`src/bttr_pkg.sv`:
```
`timescale 1ns / 1ps
`default_nettype none
// ----------------------------------------------------------------------------
// bttr_pkg
// Shared types and constants for the beam trend and peak tracker.
// ----------------------------------------------------------------------------
package bttr_pkg;

  localparam int          ANGLE_BITS_DEF = 24;
  localparam int          AMP_BITS_DEF   = 16;
  localparam int          TICK_BITS      = 8;
  localparam int          HIST_DEPTH     = 9;
  localparam int          AVG_SHIFT      = 3;
  localparam logic [7:0]  PERIOD_RESET   = 8'd10;

  typedef enum logic [1:0] {
    DIR_STILL = 2'd0,
    DIR_ABOVE = 2'd1,
    DIR_BELOW = 2'd2
  } dir_t;

  typedef struct packed {
    logic clear;
    logic upd;
  } ctl_t;

endpackage

`default_nettype wire

```
`src/bttr_trend.sv`:
```
`timescale 1ns / 1ps
`default_nettype none
// ----------------------------------------------------------------------------
// bttr_trend
// Angle history for one axis, eight-entry floor average and trend compare.
// ----------------------------------------------------------------------------
module bttr_trend #(
  parameter int ANGLE_BITS = bttr_pkg::ANGLE_BITS_DEF
) (
  input  wire                  clk,
  input  wire                  rst_n,
  input  bttr_pkg::ctl_t       ctl,
  input  wire [ANGLE_BITS-1:0] angle,
  output bttr_pkg::dir_t       dir_nxt
);

  localparam int NOLD = bttr_pkg::HIST_DEPTH - 1;
  localparam int SUMW = ANGLE_BITS + bttr_pkg::AVG_SHIFT;

  // only the entries that feed the average are kept
  logic [ANGLE_BITS-1:0] hist_r [NOLD];
  bttr_pkg::dir_t        dir_r;
  logic [SUMW-1:0]       sum;
  logic [ANGLE_BITS-1:0] avg;
  bttr_pkg::dir_t        dir_new;

  always_comb begin
    sum = '0;
    for (int k = 0; k < NOLD; k++) begin
      sum = sum + SUMW'(hist_r[k]);
    end
    avg = sum[SUMW-1:bttr_pkg::AVG_SHIFT];
    if (avg > angle) begin
      dir_new = bttr_pkg::DIR_ABOVE;
    end else if (avg < angle) begin
      dir_new = bttr_pkg::DIR_BELOW;
    end else begin
      dir_new = bttr_pkg::DIR_STILL;
    end
  end

  always_comb begin
    if (ctl.clear) begin
      dir_nxt = bttr_pkg::DIR_STILL;
    end else if (ctl.upd) begin
      dir_nxt = dir_new;
    end else begin
      dir_nxt = dir_r;
    end
  end

  always_ff @(posedge clk) begin
    if (!rst_n || ctl.clear) begin
      for (int k = 0; k < NOLD; k++) begin
        hist_r[k] <= '0;
      end
    end else if (ctl.upd) begin
      hist_r[0] <= angle;
      for (int k = 1; k < NOLD; k++) begin
        hist_r[k] <= hist_r[k-1];
      end
    end
  end

  always_ff @(posedge clk) begin
    if (!rst_n) begin
      dir_r <= bttr_pkg::DIR_STILL;
    end else begin
      dir_r <= dir_nxt;
    end
  end

endmodule

`default_nettype wire

```
`src/bttr_peak.sv`:
```
`timescale 1ns / 1ps
`default_nettype none
// ----------------------------------------------------------------------------
// bttr_peak
// Running peak amplitude, three-quarter tracking threshold and enable flag.
// ----------------------------------------------------------------------------
module bttr_peak #(
  parameter int AMP_BITS = bttr_pkg::AMP_BITS_DEF
) (
  input  wire                 clk,
  input  wire                 rst_n,
  input  bttr_pkg::ctl_t      ctl,
  input  wire  [AMP_BITS-1:0] amp,
  output logic [AMP_BITS-1:0] peak_nxt,
  output logic [AMP_BITS-1:0] thr_nxt,
  output logic                en_nxt
);

  logic [AMP_BITS-1:0] peak_r;
  logic [AMP_BITS-1:0] thr_r;
  logic                en_r;
  logic [AMP_BITS+1:0] amp_x3;
  logic [AMP_BITS-1:0] thr_upd;

  always_comb begin
    amp_x3   = {2'b00, amp} + {1'b0, amp, 1'b0};
    thr_upd  = amp_x3[AMP_BITS+1:2];
    peak_nxt = peak_r;
    thr_nxt  = thr_r;
    en_nxt   = en_r;
    if (ctl.clear) begin
      peak_nxt = '0;
      thr_nxt  = '0;
      en_nxt   = 1'b0;
    end else if (ctl.upd) begin
      if (peak_r <= amp) begin
        peak_nxt = amp;
        thr_nxt  = thr_upd;
      end
      en_nxt = (amp >= thr_nxt);
    end
  end

  always_ff @(posedge clk) begin
    if (!rst_n) begin
      peak_r <= '0;
      thr_r  <= '0;
      en_r   <= 1'b0;
    end else begin
      peak_r <= peak_nxt;
      thr_r  <= thr_nxt;
      en_r   <= en_nxt;
    end
  end

endmodule

`default_nettype wire

```
`src/beam_trend_peak_tracker.sv`:
```
`timescale 1ns / 1ps
`default_nettype none
// ----------------------------------------------------------------------------
// beam_trend_peak_tracker
// Decimated angle trend per axis with running peak and tracking threshold.
// ----------------------------------------------------------------------------
// a result is valid once its request has passed the input register and then the result register
// throughput: 1 request per cycle while out_tready does not stall the output, one result per request
// all tracking state is updated in the cycle a request leaves the input register
// reset (rst_n low, synchronous): period 10, counter, histories, peak,
// threshold and enable flag cleared, both channels empty
module beam_trend_peak_tracker #(
  parameter int ANGLE_BITS = bttr_pkg::ANGLE_BITS_DEF,
  parameter int AMP_BITS   = bttr_pkg::AMP_BITS_DEF
) (
  input  wire         clk,
  input  wire         rst_n,
  input  wire         cfg_we,
  input  wire  [7:0]  cfg_wdata,
  input  wire         in_tvalid,
  output logic        in_tready,
  // beam_amplitude, azimuth_angle, elevation_angle
  input  wire  [((AMP_BITS+2*ANGLE_BITS+7)/8)*8-1:0] in_tdata,
  // clear_history
  input  wire         in_tuser,
  output logic        out_tvalid,
  input  wire         out_tready,
  // azimuth_direction, elevation_direction, peak_amplitude,
  // tracking_threshold, elevation_enable
  output logic [((2*AMP_BITS+5+7)/8)*8-1:0] out_tdata,
  // update_strobe
  output logic        out_tuser
);

  localparam int OUT_USED = 2 * AMP_BITS + 5;
  localparam int OUT_W    = ((OUT_USED + 7) / 8) * 8;
  localparam int TB       = bttr_pkg::TICK_BITS;

  logic [TB-1:0]         period_r;
  logic [TB-1:0]         count_r;
  logic [TB-1:0]         count_inc;
  logic [TB-1:0]         count_nxt;
  logic                  hit;

  logic                  in_valid_r;
  logic                  clr_r;
  logic [AMP_BITS-1:0]   amp_r;
  logic [ANGLE_BITS-1:0] az_r;
  logic [ANGLE_BITS-1:0] el_r;

  logic                  out_valid_r;
  logic                  strobe_r;
  logic [OUT_USED-1:0]   data_r;

  logic                  adv;
  bttr_pkg::ctl_t        ctl;
  bttr_pkg::dir_t        az_dir;
  bttr_pkg::dir_t        el_dir;
  logic [AMP_BITS-1:0]   peak_nxt;
  logic [AMP_BITS-1:0]   thr_nxt;
  logic                  en_nxt;

  assign adv       = in_valid_r && (!out_valid_r || out_tready);
  assign in_tready = !in_valid_r || adv;

  always_comb begin
    count_inc = count_r + TB'(1);
    hit       = (count_inc >= period_r);
    ctl.clear = adv && clr_r;
    ctl.upd   = adv && !clr_r && hit;
    if (ctl.clear || ctl.upd) begin
      count_nxt = '0;
    end else if (adv) begin
      count_nxt = count_inc;
    end else begin
      count_nxt = count_r;
    end
  end

  always_ff @(posedge clk) begin
    if (!rst_n) begin
      period_r <= bttr_pkg::PERIOD_RESET;
      count_r  <= '0;
    end else begin
      if (cfg_we) begin
        period_r <= cfg_wdata;
      end
      count_r <= count_nxt;
    end
  end

  // input register
  always_ff @(posedge clk) begin
    if (!rst_n) begin
      in_valid_r <= 1'b0;
    end else if (in_tready) begin
      in_valid_r <= in_tvalid;
    end
  end

  always_ff @(posedge clk) begin
    if (in_tready && in_tvalid) begin
      clr_r <= in_tuser;
      amp_r <= in_tdata[AMP_BITS-1:0];
      az_r  <= in_tdata[AMP_BITS+ANGLE_BITS-1:AMP_BITS];
      el_r  <= in_tdata[AMP_BITS+2*ANGLE_BITS-1:AMP_BITS+ANGLE_BITS];
    end
  end

  bttr_trend #(.ANGLE_BITS(ANGLE_BITS)) u_az (
    .clk     (clk),
    .rst_n   (rst_n),
    .ctl     (ctl),
    .angle   (az_r),
    .dir_nxt (az_dir)
  );

  bttr_trend #(.ANGLE_BITS(ANGLE_BITS)) u_el (
    .clk     (clk),
    .rst_n   (rst_n),
    .ctl     (ctl),
    .angle   (el_r),
    .dir_nxt (el_dir)
  );

  bttr_peak #(.AMP_BITS(AMP_BITS)) u_peak (
    .clk      (clk),
    .rst_n    (rst_n),
    .ctl      (ctl),
    .amp      (amp_r),
    .peak_nxt (peak_nxt),
    .thr_nxt  (thr_nxt),
    .en_nxt   (en_nxt)
  );

  // result register
  always_ff @(posedge clk) begin
    if (!rst_n) begin
      out_valid_r <= 1'b0;
    end else if (!out_valid_r || out_tready) begin
      out_valid_r <= in_valid_r;
    end
  end

  always_ff @(posedge clk) begin
    if (adv) begin
      strobe_r <= ctl.upd;
      data_r   <= {en_nxt, thr_nxt, peak_nxt, el_dir, az_dir};
    end
  end

  assign out_tvalid = out_valid_r;
  assign out_tuser  = strobe_r;
  assign out_tdata  = {{(OUT_W-OUT_USED){1'b0}}, data_r};

  a_evt_count_zero : assert property (@(posedge clk) disable iff (!rst_n)
    ctl.upd |=> (count_r == '0))
    else $error("tick counter not restarted after event");

  a_clear_peak : assert property (@(posedge clk) disable iff (!rst_n)
    ctl.clear |=> (u_peak.peak_r == '0 && count_r == '0))
    else $error("clear left peak or counter set");

  a_thr_follows_peak : assert property (@(posedge clk) disable iff (!rst_n)
    $past(ctl.upd) |-> (u_peak.thr_r <= u_peak.peak_r))
    else $error("threshold above peak");

  a_adv_loads_out : assert property (@(posedge clk) disable iff (!rst_n)
    adv |=> out_valid_r)
    else $error("advanced request lost before result register");

endmodule

`default_nettype wire
```
`config.mk`:
```
export PLATFORM = sky130hd
export DESIGN_NAME = beam_trend_peak_tracker
export DESIGN_NICKNAME = d
export VERILOG_FILES = /design/src/bttr_pkg.sv /design/src/bttr_trend.sv /design/src/bttr_peak.sv /design/src/beam_trend_peak_tracker.sv
export SDC_FILE = /design/constraint.sdc
export NUM_CORES = 1
export LEC_CHECK = 0
export BUFFER_PORTS_ARGS = -buffer_cell sky130_fd_sc_hd__buf_4
export CAP_MARGIN = 20
export CORE_ASPECT_RATIO = 1.4
export CORE_MARGIN = 2
export CORE_UTILIZATION = 60
export CTS_BUF_LIST = sky130_fd_sc_hd__clkbuf_4 sky130_fd_sc_hd__clkbuf_8
export DETAILED_ROUTE_END_ITERATION = 10
export PLACE_DENSITY_LB_ADDON = 0.08
export SYNTH_ARGS = -nofsm -noshare
export SYNTH_HDL_FRONTEND = slang
export SYNTH_SLANG_ARGS = --single-unit
```
`constraint.sdc`:
```
create_clock -name clk -period 15.6 [get_ports clk]
set_clock_uncertainty 0.15 [all_clocks]
set_input_delay 3.9 -clock clk [delete_from_list [all_inputs] [get_ports clk]]
set_output_delay 3.9 -clock clk [all_outputs]
set_load 0.02 [all_outputs]
```
==> qor.csv <==
metric,value,unit
Die ar.,56460,sq um
PD cells,177.6,nW/um^2
drt total wl,67690,um
FP Rows,101,
worst slew pin tran,1.445,ns
CP Class,primary input to primary output,
outcome,completed,
worst-path cell with the longest stage delay,nor2b_1,
CP Max Fanout,4,
placed standard-cell area,34260,sq um
cts hold-fix bufs,0,
CP most frequent cell,buf_4,
Clock Latency Late Sink,0.67,ns
CP top delay family,simple AND/OR/NAND/NOR gates,
sequential fraction of the synthesis area,48.04,%
reg2reg path depth,34,
Achievable Freq,0.1168,GHz
Cells after Synth,2751,
global-route wire length before repair,111500,um
initial antenna violation count,1,
Worst-path clk slew,0.06,ns
number of synthesized register bits,542,
initial core utilization,60.52,%
CTS max path bufs,3,
type of the most critical hold path,flop to flop,
Synth area leader,edfxtp_1,
H-Tree Level Count,3,
"antenna viol nets, final",0,
Final Wtd Congestion,0.8722,
Worst IR Drop VDD,0.0001119,V
final slew viol count,0,
Post-Syn Area,32730,sq um
Starting DRT DRC Count,1230,
Rel. slew slack,3.650,%
Cell variety after synth,77,
DRT Pass-1 Iters,5,
Crit path depth,4,
per-cell routed wire length,18.45,um
Main synth FF type,edfxtp_1,
WP data arrival,4.51,ns
CP Cell Sequence,buf_4 > nor2b_1 > nand2_1 > buf_4,
Area contributors post-synth,"edfxtp_1 45%, fa_1 14%, ha_1 8.0%, and3_1 5.9%, inv_1 4.9%",
Area Overhead vs Synth,10.26,%
crit end category,primary output,
setup TNS,0,ns
placed wire-length estimate,46420,um
Synth top area share,44.68,%
crit start category,primary input,
die height,280.4,um
max-cap viol count,0,
layout cells sized above 1,10.62,%
Leakage,16.75,nW
via density per instance,5.598,
post-route minimum period,8.564,ns
RSZ-0062 raised after global routing,false,
CP max stage delay,0.21,ns
Critical Path RT,11.55,ns
post-CTS sizing,0,
global route overflow,0,
Final #Nets,3397,
postcts setup bufs,0,
"setup slack, reg-to-reg",7.06,ns
Die X,201.4,um
GRT Util Overall,24.71,%
# port buffers,117,
TritonCTS clock tree,done,
Post-synth ARST share,0,%
Post-synth EDFFs,487,
pin count of the biggest net entering global routing,208,
root buf cell,clkbuf_8,
core area,54090,sq um
number of CTS-inserted buffers,88,
post-route cell area,36090,sq um
Yosys warning count,0,
Critical R2R Launch,u_el.hist_r[0][0]$_SDFFCE_PN0P_,
FF-to-FF End,data_r[3]$_DFFE_PP_,
WP buf/inv,2,
fillers,4206,
vias in the first global route,22180,
num ports,121,
Hold Path Origin,period_r[1]$_SDFFE_PN1P_,
Final Hold Vio Count,0,
total number of vias,20533,
Hold Crit Depth,2,
Syn Area/Cell,11.90,sq um
Sink Count,542,
WHS Endpoint,period_r[1]$_SDFFE_PN1P_,
drc violations,0,
# setup viols final,0,
Tcrit/Tclk final,54.90,%
## cells in the final DEF (no fill, tap or decap), types with 55 or more instances in the layout
cell type / netlist / final
inv_1: 428 / 428
and3_1: 311 / 311
dfxtp_1: 55 / 55
a21o_1: 69 / 69
nand2_1: 65 / 62
a21oi_1: 93 / 93
edfxtp_1: 487 / 487
nor2_1: 147 / 146
nor3_1: 103 / 103
ha_1: 210 / 210
fa_1: 237 / 237
xnor2_1: 63 / 63
clkbuf_8: 0 / 98
buf_4: 4 / 132
## state kept, by name, indices dropped and copies added, names as in the netlist
| name | count |
|---|---|
| in_valid_r | 1 |
| u_el.hist_r | 192 |
| u_peak.en_r | 1 |
| u_el.dir_r | 2 |
| u_peak.thr_r | 16 |
| u_az.dir_r | 2 |
| data_r | 37 |
| el_r | 24 |
| period_r | 8 |
| clr_r | 1 |
| out_tuser | 1 |
| u_peak.peak_r | 16 |
| az_r | 24 |
| count_r | 8 |
| out_tvalid | 1 |
| amp_r | 16 |
| u_az.hist_r | 192 |
## logic make-up after synthesis
| kind of cell | Yosys count | share of synthesized area (%) |
|---|---|---|
| AOI/OAI and AO/OA | 320 | 6.483 |
| xor gates and xnor gates | 103 | 2.756 |
| adders and majority gates | 447 | 22.52 |
| buffers and inverters | 534 | 6.246 |
| DFF | 542 | 48.04 |
| muxes | 50 | 1.537 |
| other | 1 | 0.01146 |
| and+or+nand+nor | 754 | 12.40 |
## per-stage QoR
step | power, mW | utilization (%) | setup WS [ns] | hold slack [ns] | instances
global route | 6.932 | 66.72 | 6.535 | 0.3736 | 3668
CTS | 6.446 | 66.72 | 7.028 | 0.3467 | 3667
global placement | 4.970 | 63.34 | 7.105 | 0.3144 | 3503
finish | 6.410 | 66.72 | 7.036 | 0.3398 | 3668
detailed placement | 5.113 | 63.34 | 7.024 | 0.3345 | 3503
floorplan | 4.289 | - | 0.8770 | 0.2988 | 2753
## per-layer routing
metal / track usage (%) / vias up / share of wire, %
li1: - / 9765 / -
met1: 31.51 / 10229 / 42
met2: 43.02 / 412 / 51
met3: 3.113 / 127 / 3.6
met4: 10.01 / 0 / 3.2
met5: 0 / - / 0
## final cells by class
class | count | area [sq um] | area share, %
multi-input cells | 1677 | 15010 | 41.58
clock inverters | 39 | 275.3 | 0.7627
flip-flops and latches | 542 | 15730 | 43.57
clock buffers | 125 | 1551 | 4.299
repair buffers | 133 | 1011 | 2.801
diodes | 1 | 2.502 | 0.006934
inverters | 430 | 1614 | 4.472
well taps | 721 | 902.1 | 2.500
## worst max path at each step
| stage | from | end | slack (ns) |
|---|---|---|---|
| global placement | out_tready | in_tready | 7.11 |
| global route | u_el.hist_r[0][0]$_SDFFCE_PN0P_ | data_r[3]$_DFFE_PP_ | 6.54 |
| floorplan | out_tready | u_az.hist_r[0][0]$_SDFFCE_PN0P_ | 0.88 |
| detailed placement | u_az.hist_r[0][1]$_SDFFCE_PN0P_ | data_r[1]$_DFFE_PP_ | 7.02 |
| CTS | out_tready | in_tready | 7.03 |
| finish | out_tready | in_tready | 7.04 |
## Yosys cell counts (13+ instances only)
cell type and number:
a21o_1 69, a21oi_1 93, and2_1 13, and3_1 311, clkbuf_1 93, dfxtp_1 55, edfxtp_1 487, fa_1 237
ha_1 210, inv_1 428, mux2i_1 48, nand2_1 65, nand2b_1 14, nand3_1 23, nand4_1 22, nor2_1 147
nor2b_1 26, nor3_1 103, o21a_1 17, o21ai_0 47, xnor2_1 63, xor2_1 40
## where the power goes
part	total [mW]	internal (mW)	switching (mW)
Combinational	3.41	1.46	1.95
Sequential	1.70	1.66	0.0421
Clock	1.29	0.696	0.597
## worst min-delay path, cell delays in order, from the launching register on
cell and delay [ns]:
dfxtp_1 0.29, inv_1 0.06, o211ai_1 0.08
No activity file was read; power rests on OpenSTA's default activity.
